[config.mk]
export PLATFORM = sky130hd
export DESIGN_NAME = poly_voice_allocator
export DESIGN_NICKNAME = d
export VERILOG_FILES = /design/src/pva_pkg.sv /design/src/pva_cell.sv /design/src/poly_voice_allocator.sv
export SDC_FILE = /design/constraint.sdc
export NUM_CORES = 1
export LEC_CHECK = 0
export BUFFER_PORTS_ARGS = -buffer_cell sky130_fd_sc_hd__buf_2
export CORE_UTILIZATION = 45
export CTS_CLUSTER_DIAMETER = 100
export CTS_CLUSTER_SIZE = 20
export DETAILED_ROUTE_END_ITERATION = 10
export PLACE_DENSITY_LB_ADDON = 0.08
export SLEW_MARGIN = 25
export SYNTH_ARGS = -nofsm -noshare
export SYNTH_HDL_FRONTEND = slang
export SYNTH_SLANG_ARGS = --single-unit
[constraint.sdc]
create_clock -name i_clk -period 7.65 [get_ports i_clk]
set_input_delay 2.295 -clock i_clk [delete_from_list [all_inputs] [get_ports i_clk]]
set_output_delay 2.295 -clock i_clk [all_outputs]
set_load 0.005 [all_outputs]
[src/pva_pkg.sv]
// Shared types and constants for the polyphonic voice allocator.
package pva_pkg;

    localparam int NOTE_W = 7;
    localparam int CHAN_W = 4;
    localparam int ACT_W  = 2;
    localparam int LCH_W  = 8;

    // input action codes
    localparam logic [ACT_W-1:0] ACT_NOTE_ON  = 2'd0;
    localparam logic [ACT_W-1:0] ACT_NOTE_OFF = 2'd1;
    localparam logic [ACT_W-1:0] ACT_LEARN    = 2'd2;

    // listened channel after reset: matches no 4-bit channel
    localparam logic [LCH_W-1:0] LISTEN_NONE = 8'hFF;

    typedef enum logic [2:0] {
        OP_HOLD,
        OP_CLEAR,
        OP_ALLOC,
        OP_RELEASE,
        OP_ROTATE
    } t_cell_op;

    typedef struct packed {
        t_cell_op          op;
        logic [NOTE_W-1:0] note;
        logic [NOTE_W-1:0] velocity;
    } t_cell_cmd;

    typedef struct packed {
        logic              busy;
        logic [NOTE_W-1:0] note;
        logic [NOTE_W-1:0] velocity;
    } t_voice;

    typedef enum logic {
        ST_IDLE,
        ST_EMIT
    } t_state;

endpackage

[src/pva_cell.sv]
// One voice cell of the allocator ring: busy flag, held note and velocity.
module pva_cell
    import pva_pkg::*;
(
    input  logic      i_clk,
    input  logic      i_rst_n,
    input  t_cell_cmd i_cmd,
    input  logic      i_claim,
    input  t_voice    i_next,
    output t_voice    o_voice,
    output logic      o_claim
);

    logic              r_busy;
    logic [NOTE_W-1:0] r_note;
    logic [NOTE_W-1:0] r_velocity;
    logic              n_busy;
    logic [NOTE_W-1:0] n_note;
    logic [NOTE_W-1:0] n_velocity;
    logic              w_take;

    // a lower voice already free takes the note first
    assign w_take  = (i_cmd.op == OP_ALLOC) && !i_claim && !r_busy;
    assign o_claim = i_claim || !r_busy;

    // next cell contents
    always_comb begin
        n_busy     = r_busy;
        n_note     = r_note;
        n_velocity = r_velocity;
        case (i_cmd.op)
            OP_CLEAR: begin
                n_busy = 1'b0;
            end
            OP_ALLOC: begin
                if (w_take) begin
                    n_busy     = 1'b1;
                    n_note     = i_cmd.note;
                    n_velocity = i_cmd.velocity;
                end
            end
            OP_RELEASE: begin
                if (r_busy && (r_note == i_cmd.note)) n_busy = 1'b0;
            end
            OP_ROTATE: begin
                n_busy     = i_next.busy;
                n_note     = i_next.note;
                n_velocity = i_next.velocity;
            end
            default: ;
        endcase
    end

    // busy flag is control state
    always_ff @(posedge i_clk) begin
        if (!i_rst_n) r_busy <= 1'b0;
        else          r_busy <= n_busy;
    end

    // payload, undefined until written
    always_ff @(posedge i_clk) begin
        r_note     <= n_note;
        r_velocity <= n_velocity;
    end

    assign o_voice.busy     = r_busy;
    assign o_voice.note     = r_note;
    assign o_voice.velocity = r_velocity;

endmodule

[src/poly_voice_allocator.sv]
// Top level of the polyphonic voice allocator: decode, voice ring and readout.
//
//  channel | direction | handshake            | beat
//  --------+-----------+----------------------+-----------------------------------
//  event   | in        | start high, busy low | action, channel, note, velocity
//  voices  | out       | o_valid strobe       | voice, gate, note, velocity, flags
//
// The event is applied at the edge that accepts it; the readout that follows
// shows one beat per voice, voice 0 first, while the ring of cells rotates one
// place a cycle and so restores itself. Reset frees all voices, clears learn
// mode and the base note and sets the listened channel to none. The receiver
// cannot stall; busy covers the readout.
module poly_voice_allocator
    import pva_pkg::*;
#(
    parameter int VOICES = 4
) (
    input  logic                      i_clk,
    input  logic                      i_rst_n,
    input  logic                      start,
    output logic                      busy,
    input  logic [ACT_W-1:0]          i_action,
    input  logic [CHAN_W-1:0]         i_channel,
    input  logic [NOTE_W-1:0]         i_note,
    input  logic [NOTE_W-1:0]         i_velocity,
    output logic                      o_valid,
    output logic [((VOICES > 1) ? $clog2(VOICES) : 1)-1:0] o_voice,
    output logic                      o_gate,
    output logic [NOTE_W-1:0]         o_voice_note,
    output logic [NOTE_W-1:0]         o_voice_velocity,
    output logic                      o_learning,
    output logic [NOTE_W-1:0]         o_base_note_out,
    output logic                      o_last
);

    localparam int VW = (VOICES > 1) ? $clog2(VOICES) : 1;
    localparam logic [VW-1:0] LAST_IDX = VW'(VOICES - 1);

    t_state            r_state;
    t_state            n_state;
    logic [VW-1:0]     r_count;
    logic [VW-1:0]     n_count;
    logic              r_learn;
    logic              n_learn;
    logic [LCH_W-1:0]  r_listen;
    logic [LCH_W-1:0]  n_listen;
    logic [NOTE_W-1:0] r_base;
    logic [NOTE_W-1:0] n_base;
    logic              w_accept;
    logic              w_match;
    t_cell_cmd         w_cmd;
    t_voice            w_voice [VOICES];
    logic              w_claim [VOICES+1];

    assign w_accept = start && !busy;
    assign w_match  = (r_listen == {{(LCH_W-CHAN_W){1'b0}}, i_channel});

    // next state
    always_comb begin
        n_state = r_state;
        n_count = r_count;
        unique case (r_state)
            ST_IDLE: begin
                if (w_accept) begin
                    n_state = ST_EMIT;
                    n_count = '0;
                end
            end
            ST_EMIT: begin
                n_count = r_count + 1'b1;
                if (r_count == LAST_IDX) n_state = ST_IDLE;
            end
            default: n_state = ST_IDLE;
        endcase
    end

    // state outputs
    always_comb begin
        busy    = 1'b0;
        o_valid = 1'b0;
        unique case (r_state)
            ST_IDLE: ;
            ST_EMIT: begin
                busy    = 1'b1;
                o_valid = 1'b1;
            end
            default: ;
        endcase
    end

    // event decode: cell command and global state
    always_comb begin
        w_cmd.op       = OP_HOLD;
        w_cmd.note     = i_note;
        w_cmd.velocity = i_velocity;
        n_learn        = r_learn;
        n_listen       = r_listen;
        n_base         = r_base;
        if (r_state == ST_EMIT) begin
            w_cmd.op = OP_ROTATE;
        end else if (w_accept) begin
            unique case (i_action)
                ACT_NOTE_ON: begin
                    if (r_learn) begin
                        w_cmd.op = OP_CLEAR;
                        n_listen = {{(LCH_W-CHAN_W){1'b0}}, i_channel};
                        n_base   = i_note;
                        n_learn  = 1'b0;
                    end else if (w_match) begin
                        w_cmd.op = OP_ALLOC;
                    end
                end
                ACT_NOTE_OFF: begin
                    if (!r_learn && w_match) w_cmd.op = OP_RELEASE;
                end
                ACT_LEARN: n_learn = !r_learn;
                default: ;
            endcase
        end
    end

    always_ff @(posedge i_clk) begin
        if (!i_rst_n) begin
            r_state  <= ST_IDLE;
            r_count  <= '0;
            r_learn  <= 1'b0;
            r_listen <= LISTEN_NONE;
            r_base   <= '0;
        end else begin
            r_state  <= n_state;
            r_count  <= n_count;
            r_learn  <= n_learn;
            r_listen <= n_listen;
            r_base   <= n_base;
        end
    end

    // voice ring; cell 0 is read out, each cell takes its upper neighbour
    assign w_claim[0] = 1'b0;
    for (genvar g = 0; g < VOICES; g++) begin : g_cell
        pva_cell u_cell (
            .i_clk   (i_clk),
            .i_rst_n (i_rst_n),
            .i_cmd   (w_cmd),
            .i_claim (w_claim[g]),
            .i_next  (w_voice[(g + 1) % VOICES]),
            .o_voice (w_voice[g]),
            .o_claim (w_claim[g+1])
        );
    end

    // result beat
    assign o_voice          = r_count;
    assign o_gate           = w_voice[0].busy && !r_learn;
    assign o_voice_note     = o_gate ? w_voice[0].note : '0;
    assign o_voice_velocity = o_gate ? w_voice[0].velocity : '0;
    assign o_learning       = r_learn;
    assign o_base_note_out  = r_base;
    assign o_last           = (r_count == LAST_IDX);

    // checks
    a_first_beat: assert property (@(posedge i_clk) disable iff (!i_rst_n)
        w_accept |=> o_valid && (o_voice == '0))
        else $error("first beat missing after accept");

    a_last_ends: assert property (@(posedge i_clk) disable iff (!i_rst_n)
        o_valid && o_last |=> !o_valid)
        else $error("readout runs past last voice");

    a_voice_step: assert property (@(posedge i_clk) disable iff (!i_rst_n)
        o_valid && !o_last |=> o_valid && (o_voice == VW'($past(o_voice) + 1'b1)))
        else $error("voice index out of sequence");

    a_learn_gate: assert property (@(posedge i_clk) disable iff (!i_rst_n)
        o_learning |-> !o_gate && (o_voice_note == '0))
        else $error("gate open during learn mode");

endmodule
==> key figures, run 1 <==
Status
  • Status: finished clean

STA
  • RSZ-0062 raised after global routing: no
  • Final setup fails: 0
  • Period utilization: 52.5%
  • Hold WS: 0.450 ns
  • Period minus WS final: 4.02 ns
  • Post-Route Skew: 0.00961 ns
  • Max Clk Rate: 0.249 GHz
  • Least-Margin Pin Slew: 0.759 ns
  • Fin. Hold Viols: 0
  • Relative slew margins: 49.4%
  • Fin worst setup slack: 3.63 ns
  • Count of pins over their slew limit: 0
  • Setup TNS: 0 ns

Cells and area
  • Fin util: 53.3%
  • Final nets: 421
  • P&R area growth vs syn: 14.4%
  • Layout cell share with drive strength beyond 1: 17.4%
  • Ant diodes: 0
  • Final instance area: 0.00414 mm²
  • Finished Layout Cells: 504
  • Fillers: 724

Pwr
  • Leak: 1.84 nW
  • Total Power: 0.938 mW
  • Clk pwr share: 38.0%
  • Share of power burned in registers: 52.4%
  • Pwr/cell area: 226 mW/mm²
  • Comb power frac: 9.6%
  • Worst IR drop on VDD: 0.115 mV
  • Switching Power: 0.216 mW
  • Sw Ratio: 23.1%
  • Int Pwr: 0.721 mW

Clocking
  • Clock-pin slew on the worst setup and hold paths: 0.08 ns
  • Root buf cell: clkbuf_8
  • Clock buffer depth: 2
  • Worst skew pair latency: 0.34 ns
  • Hold Buf Count CTS: 0
  • H-tree depth: 3
  • CTS tree: built
  • Post-CTS sizing: 0
  • Postcts setup bufs: 0
  • CTS Sinks: 76
  • CTS Buf Count: 9

Worst setup path
  • Critical path class: reg -> out
  • Critical Path RT: 5.36 ns
  • CP Capture Type: output port
  • Crit path max fanout: 15
  • Crit path DAT: 1.72 ns
  • Critical Path Source Type: flip-flop

Global routing
  • GRT Util Overall: 19.5%
  • Overflow after GRT: 0
  • Largest net degree at the start of global routing: 47
  • Initial antenna violation count: 0
  • Vias in the first global route: 2475
  • First-pass GRT wire length: 12300 µm

Synth
  • Register bit count reported by yosys: 76
  • Count of mapped cells out of synthesis: 356
  • Cell taking the most area after synthesis: edfxtp_1
  • Synth Area per Inst: 10.2 µm²
  • Seq/Total Area, Yosys: 57.5%
  • Top cell type's share of synthesized area: 46.5%
  • Mapped cell area: 0.00362 mm²
  • Synth Warn #: 0
  • Synth area leaders: edfxtp_1, nand2_1, dfxtp_1, xor2_1, mux2i_1
  • Mapped Nets: 380
  • Distinct cell type count after synthesis: 39

Placed design
  • Pre-CTS WS: 3.41 ns
  • Placed cell area: 0.00391 mm²
  • DP Cell Count: 488
  • IO buf count: 50
  • Placer congestion estimate: 0.790
  • HPWL Detailed: 4990 µm

Die
  • Die ar.: 0.00841 mm²
  • Placement Rows: 32
  • CORE AREA: 0.00777 mm²
  • Starting Density: 46.6%
  • Ports: 51
  • Die width: 91.7 µm
  • Die height: 91.7 µm

Drt
  • Vias: 2528
  • Final ANT Viol Nets: 0
  • DRT Pass-1 Iters: 4
  • Detailed-route wire length: 7530 µm
  • Vias per Instance: 5.02
  • Avg WL per Cell: 14.9 µm
  • Initial drt markers: 139
  • DRC: 0

Hold path
  • Worst hold path class: reg -> reg

Run
  • Max-cap viol count: 0
[final cells by class]
| cell class | instances | area, µm² | share of cell area (%) |
|---|---|---|---|
| clock buffer | 9 | 124 | 2.99 |
| clock inverter | 7 | 105 | 2.54 |
| sequential | 76 | 2080 | 50.3 |
| multi-input combinational | 253 | 1420 | 34.2 |
| tap | 102 | 128 | 3.08 |
| timing repair buffer | 52 | 265 | 6.40 |
| inverter | 5 | 18.8 | 0.453 |
[kinds of logic after synthesis]
group	Yosys count	synth area share, %
xor+xnor	32	7.74
fa+ha+maj	1	0.346
flops	76	57.5
mux	13	3.73
compound gates	19	4.25
buf+inv	27	3.39
simple gates	188	23.0
[critical path: stages, from the launching register on]
cell	delay (ns)
dfxtp_1	0.42
nor2b_2	0.63
and2_1	0.22
buf_2	0.11
[synthesized netlist by cell type]
cell type,n
nand2_1,120
edfxtp_1,56
dfxtp_1,20
xor2_1,20
nand2b_1,16
and2_1,15
nor2_1,15
mux2i_1,12
xnor2_1,12
clkbuf_1,11
buf_2,8
a21oi_1,5
inv_1,5
nand3_1,5
nor4_1,5
nand4_1,3
a31oi_1,2
and3_1,2
nor2b_1,2
nor3_1,2
nor3b_1,2
a2111oi_4,1
a211oi_1,1
a21o_2,1
a22oi_1,1
a311oi_1,1
a31o_2,1
a32o_1,1
a41o_1,1
buf_1,1
buf_4,1
buf_6,1
ha_1,1
mux2_4,1
nand3b_1,1
o21ai_0,1
o21bai_1,1
o22ai_1,1
o311ai_0,1
[path summary, 6_finish.rpt]
kind	startpoint	to	slack, ns	cells past startpoint
setup / recovery	g_cell[0].u_cell.r_busy	o_voice_velocity[0]	3.63	3
hold / removal	r_listen[6]	r_listen[6]	0.45	2
setup reg to reg	r_state	g_cell[1].u_cell.r_note[1]	5.11	4
hold reg to reg	r_listen[6]	r_listen[6]	0.45	2
[state kept, by name, indices dropped and copies added, names as in the netlist]
signal,count
g_cell.u_cell.r_busy,4
g_cell.u_cell.r_velocity,28
g_cell.u_cell.r_note,28
r_state,1
r_listen,5
o_base_note_out,7
o_voice,2
o_learning,1
[metal layers]
layer,part of all wire (%),vias up,GRT usage (%)
met5,0,-,0
met4,1.5,0,7.28
met3,3.7,10,4.31
met2,47,49,31.4
met1,48,1198,25.8
li1,-,1271,-
[cells in the final DEF, fill, tap and decap left out, types with 2 or more instances in the layout]
cell type    n
nand2_1    120
edfxtp_1    56
buf_2       50
xor2_1      20
dfxtp_1     19
nand2b_1    16
and2_1      15
nor2_1      15
mux2i_1     12
xnor2_1     12
clkbuf_8     9
inv_1        5
nor4_1       5
nand3_1      5
a21oi_1      5
clkinv_1     4
nand4_1      3
bufinv_16    3
and3_1       2
nor3b_1      2
a31oi_1      2
nor3_1       2
buf_4        2
[power groups by stage]
stage	logic, mW	registers [mW]	clock network, mW
6_report	0.0896	0.492	0.356
4_1_cts	0.0912	0.492	0.365
3_5_place_dp	0.0904	0.501	0
2_1_floorplan	0.0670	0.493	0
3_3_place_gp	0.0893	0.501	0
5_1_grt	0.102	0.495	0.384
Note: power is estimated with default switching activity, not from simulation.
==> run 2, diff against run 1 <==
- clock period: 7.65 -> 3.6 ns (I/O delays scaled with it)
==> key figures, run 2 (synthesis gave the netlist of run 1 again) <==
Worst setup path
  • Reg2Reg Launch Point: r_state
  • CP Capture Type: output port
  • Worst Setup SP: g_cell[0].u_cell.r_busy
  • CP max-delay cell: dfxtp_1
  • Crit path max fanout: 15 (unchanged)
  • Critical path cell sequence: nor2b_1, buf_4, and2_1, buf_2
  • CP delay by family, top: flip-flops
  • Critical Path Source Type: flip-flop
  • Critical path class: reg -> out
  • Critical Path RT: 2.52 ns (-2.84 ns)
  • Crit path buffers/inverters: 2 (+1)
  • CP max stage delay: 0.43 ns (-0.20 ns)
  • Crit path DAT: 1.44 ns (-0.28 ns)

Drt
  • DRC: 0 (unchanged)
  • Vias per Instance: 4.96 (-1.0%)
  • DRT Pass-1 Iters: 4 (unchanged)
  • Vias: 2512 (-0.63%)
  • Initial drt markers: 166 (+19%)
  • Avg WL per Cell: 14.5 µm (-2.8%)
  • Detailed-route wire length: 7350 µm (-2.4%)
  • Final ANT Viol Nets: 0 (unchanged)

STA
  • Period minus WS final: 2.52 ns
  • Max Clk Rate: 0.397 GHz
  • Fin. Hold Viols: 0 (unchanged)
  • Post-Route Skew: 0.00913 ns (-0.000482 ns)
  • Period utilization: 70.0%
  • RSZ-0062 raised after global routing: no
  • Relative slew margins: 57.0% (+7.5 points)
  • Count of pins over their slew limit: 0 (unchanged)
  • Final setup fails: 0 (unchanged)
  • Setup TNS: 0 ns (unchanged)
  • Least-Margin Pin Slew: 0.644 ns (-0.114 ns)

Global routing
  • Vias in the first global route: 2414 (-2.5%)
  • GRT Util Overall: 19.3% (-0.16 points)
  • Overflow after GRT: 0 (unchanged)
  • First-pass GRT wire length: 12200 µm (-0.61%)
  • Initial antenna violation count: 0 (unchanged)
  • Largest net degree at the start of global routing: 64 (+36%)

Die
  • Starting Density: 46.6% (unchanged)
  • CORE AREA: 0.00777 mm² (unchanged)
  • Placement Rows: 32 (unchanged)
  • Ports: 51 (unchanged)
  • Die width: 91.7 µm (unchanged)
  • Die height: 91.7 µm (unchanged)
  • Die ar.: 0.00841 mm² (unchanged)

Clocking
  • Hold Buf Count CTS: 0 (unchanged)
  • Clock buffer depth: 2 (unchanged)
  • CTS Buf Count: 9 (unchanged)
  • Clock-pin slew on the worst setup and hold paths: 0.07 ns (about the same)
  • Postcts setup bufs: 0 (unchanged)
  • Root buf cell: clkbuf_8
  • Post-CTS sizing: 0 (unchanged)
  • H-tree depth: 3 (unchanged)
  • CTS tree: built
  • Worst skew pair latency: 0.34 ns (about the same)
  • CTS Sinks: 76 (unchanged)

Run
  • Max-cap viol count: 0 (unchanged)

Cells and area
  • Final nets: 423 (+0.48%)
  • P&R area growth vs syn: 14.8%
  • Fin util: 53.5% (+0.18 points)
  • Layout cell share with drive strength beyond 1: 17.8% (+0.41 points)
  • Commonest non-fill, non-tap cells in the layout: nand2_1, edfxtp_1, buf_2
  • Multi-input gate area: 0.00142 mm² (-0.18%)
  • Register area: 0.00208 mm² (unchanged)
  • Most common cell after layout, fill and taps aside: nand2_1
  • Ant diodes: 0 (unchanged)
  • Fillers: 740 (+2.2%)

Hold path
  • Worst hold path class: reg -> reg
  • Hold wc startpoint: r_listen[6]

Pwr
  • Pwr/cell area: 479 mW/mm² (+110%)
  • Worst IR drop on VDD: 0.246 mV (+110%)
  • Leak: 1.85 nW (+0.67%)

Placed design
  • IO buf count: 50 (unchanged)
  • HPWL Detailed: 4880 µm (-2.3%)
  • Placer congestion estimate: 0.809 (+2.4%)

Status
  • Status: finished clean
run 2: changes by cell type in the layout (fill, tap and decap cells not counted):
cell,change
nor2b_2,-1
buf_4,+2
clkinv_1,-2
clkinv_2,+1
nor2b_1,+1
clkbuf_1,+1
run 2: worst reg2reg max path: stages, from the launching register on:
cell and delay [ns]:
dfxtp_2 0.45, nand2b_1 0.20, nor4_1 0.24, and3_1 0.39, nand3_1 0.15, o21bai_1 0.14, buf_4 0.27
run 2: final timing paths:
check | to | slack [ns] | depth (start not counted)
worst min-delay path | r_listen[6] | 0.45 | 2
worst min register to register | r_listen[6] | 0.45 | 2
worst max-delay path | o_voice_velocity[0] | 1.08 | 4
worst max register to register | g_cell[3].u_cell.r_velocity[4] | 1.43 | 6
run 2: power by group:
| group | internal (mW) | leakage, nW | switching, mW |
|---|---|---|---|
| Clock | 0.455 | 0.115 | 0.301 |
| Sequential | 1.01 | 0.701 | 0.0334 |
| Combinational | 0.0750 | 1.04 | 0.119 |
| Total | 1.54 | 1.85 | 0.453 |
run 2: area by class of cell:
class	instances	area share [%]
flip-flops and latches	76	50.1
multi-input cells	253	34.1
repair buffers	54	6.74
clock buffers	10	3.07
well taps	102	3.07
clock inverters	6	2.47
inverters	5	0.452
run 2: layer usage:
| metal | global-route usage (%) | vias up | part of all wire, % |
|---|---|---|---|
| met5 | 0 | - | 0 |
| met4 | 8.86 | 0 | 2.1 |
| met3 | 3.65 | 13 | 3.3 |
| met2 | 29.4 | 52 | 46 |
| met1 | 26.8 | 1178 | 49 |
| li1 | - | 1269 | - |
run 2: through the flow:
| stage | worst slack (ns) | cells | cell area (µm²) | power [mW] | hold WS (ns) |
|---|---|---|---|---|---|
| 6_report | 1.08 | 506 | 4160 | 1.99 | 0.448 |
| 2_1_floorplan | 0.752 | 356 | 3620 | 1.19 | 0.423 |
| 3_5_place_dp | 0.824 | 490 | 3930 | 1.26 | 0.444 |
| 4_1_cts | 1.06 | 506 | 4160 | 2.02 | 0.455 |
| 3_3_place_gp | 0.843 | 490 | 3930 | 1.26 | 0.438 |
| 5_1_grt | 0.950 | 506 | 4160 | 2.09 | 0.475 |
==> run 3, diff against run 2 <==
- clock period: 3.6 -> 2.37 ns (I/O delays scaled with it)
==> key figures, run 3 (synthesis gave the netlist of run 1 again) <==
Status
  • Status: finished clean

STA
  • Final setup fails: 0 (unchanged)
  • Max Clk Rate: 0.467 GHz
  • Period utilization: 90.4%
  • Post-Route Skew: 0.00910 ns (-0.0000280 ns)
  • Count of pins over their slew limit: 0 (unchanged)
  • Fin. Hold Viols: 0 (unchanged)
  • Setup TNS: 0 ns (unchanged)
  • Least-Margin Pin Slew: 0.600 ns (-0.0438 ns)
  • Period minus WS final: 2.14 ns
  • RSZ-0062 raised after global routing: no
  • Relative slew margins: 59.8% (+2.8 points)

Placed design
  • HPWL Detailed: 5150 µm (+5.5%)
  • Placed cell area: 0.00401 mm² (+2.3%)
  • Placer congestion estimate: 0.842 (+4.1%)
  • IO buf count: 50 (unchanged)

Clocking
  • Post-CTS sizing: 0 (unchanged)
  • Clock-pin slew on the worst setup and hold paths: 0.07 ns (about the same)
  • CTS tree: built
  • CTS Buf Count: 9 (unchanged)
  • Hold Buf Count CTS: 0 (unchanged)
  • Root buf cell: clkbuf_8
  • Clock buffer depth: 2 (unchanged)
  • Postcts setup bufs: 0 (unchanged)
  • Worst skew pair latency: 0.34 ns (about the same)
  • CTS Sinks: 76 (unchanged)
  • H-tree depth: 3 (unchanged)

Pwr
  • Share of power burned in registers: 55.7% (+3.4 points)
  • Switching Power: 0.690 mW (+52%)
  • Clk pwr share: 32.9% (-5.1 points)
  • Leak: 1.88 nW (+1.5%)
  • Comb power frac: 11.4% (+1.6 points)
  • Sw Ratio: 24.4% (+1.7 points)
  • Pwr/cell area: 673 mW/mm² (+40%)
  • Int Pwr: 2.13 mW (+39%)
  • Worst IR drop on VDD: 0.333 mV (+35%)

Die
  • Placement Rows: 32 (unchanged)
  • Die height: 91.7 µm (unchanged)
  • CORE AREA: 0.00777 mm² (unchanged)
  • Ports: 51 (unchanged)
  • Die ar.: 0.00841 mm² (unchanged)
  • Starting Density: 46.6% (unchanged)
  • Die width: 91.7 µm (unchanged)

Cells and area
  • Final instance area: 0.00420 mm² (+0.99%)
  • Layout cell share with drive strength beyond 1: 19.7% (+1.8 points)
  • Most common cell after layout, fill and taps aside: nand2_1
  • Ant diodes: 0 (unchanged)
  • Final nets: 431 (+1.9%)
  • P&R area growth vs syn: 15.9%
  • Commonest non-fill, non-tap cells in the layout: nand2_1, edfxtp_1, buf_2
  • Fin util: 54.0% (+0.53 points)

Drt
  • Detailed-route wire length: 7450 µm (+1.3%)
  • Vias: 2531 (+0.76%)
  • Final ANT Viol Nets: 0 (unchanged)
  • Initial drt markers: 104 (-37%)
  • Avg WL per Cell: 14.5 µm (-0.26%)
  • Vias per Instance: 4.92 (-0.81%)
  • DRT Pass-1 Iters: 4 (unchanged)
  • DRC: 0 (unchanged)

Worst setup path
  • Critical path class: reg -> out
  • Critical Path Source Type: flip-flop
  • CP Capture Type: output port
  • Crit path DAT: 1.43 ns (about the same)
  • Critical Path RT: 1.66 ns (-0.86 ns)
  • Crit path max fanout: 15 (unchanged)

Global routing
  • Initial antenna violation count: 0 (unchanged)
  • First-pass GRT wire length: 12100 µm (-1.2%)
  • Vias in the first global route: 2403 (-0.46%)
  • Largest net degree at the start of global routing: 56 (-13%)
  • GRT Util Overall: 19.2% (-0.097 points)
  • Overflow after GRT: 0 (unchanged)

Hold path
  • Worst hold path class: reg -> reg

Run
  • Max-cap viol count: 0 (unchanged)
## run 3: cell types whose count changed in the layout (fill, tap and decap cells not counted)
cell,before,now
buf_12,0,2
buf_4,4,10
bufinv_16,3,1
clkinv_2,1,2
clkinvlp_4,0,1
o21bai_1,1,0
o21bai_2,0,1
## run 3: worst paths after layout
check | cells past startpoint | slack [ns] | startpoint | end
min reg2reg | 2 | 0.45 | r_listen[6] | r_listen[6]
max | 4 | 0.23 | g_cell[0].u_cell.r_busy | o_voice_velocity[2]
max reg2reg | 6 | 0.54 | r_state | g_cell[3].u_cell.r_velocity[3]
min | 2 | 0.45 | r_listen[6] | r_listen[6]
## run 3: layer usage
metal / share of wire [%] / vias to the layer above / global-route usage (%)
li1: - / 1282 / -
met1: 47 / 1185 / 25.9
met2: 48 / 60 / 30.4
met3: 4.1 / 4 / 3.98
met4: 0.78 / 0 / 7.54
met5: 0 / - / 0
## run 3: worst max-delay path: stages, from the launching register on
cell	delay, ns
dfxtp_1	0.44
nor2b_1	0.17
buf_4	0.23
and2_1	0.15
buf_2	0.10
## run 3: cell type report
cell class / count / area [µm²]
Inverter: 5 / 18.8
Fill cell: 743 / 3570
Tap cell: 102 / 128
Clock buffer: 10 / 128
Clock inverter: 6 / 55.1
Sequential cell: 76 / 2080
Multi-Input combinational cell: 253 / 1420
Timing Repair Buffer: 62 / 365
## run 3: power groups by stage
stage,logic (mW),clock network (mW),registers [mW]
global placement,0.325,0,1.60
detailed placement,0.326,0,1.60
finish,0.321,0.930,1.57
global route,0.364,1.02,1.58
floorplan,0.217,0,1.59
CTS,0.327,0.960,1.57
## run 3: metrics by stage
step	setup slack (ns)	total power [mW]	hold WS [ns]	cells
3_3_place_gp	0.0814	1.93	0.437	498
3_5_place_dp	0.0734	1.93	0.438	498
4_1_cts	0.218	2.86	0.448	514
6_report	0.227	2.82	0.447	514
2_1_floorplan	0.173	1.81	0.423	356
5_1_grt	0.105	2.96	0.471	514
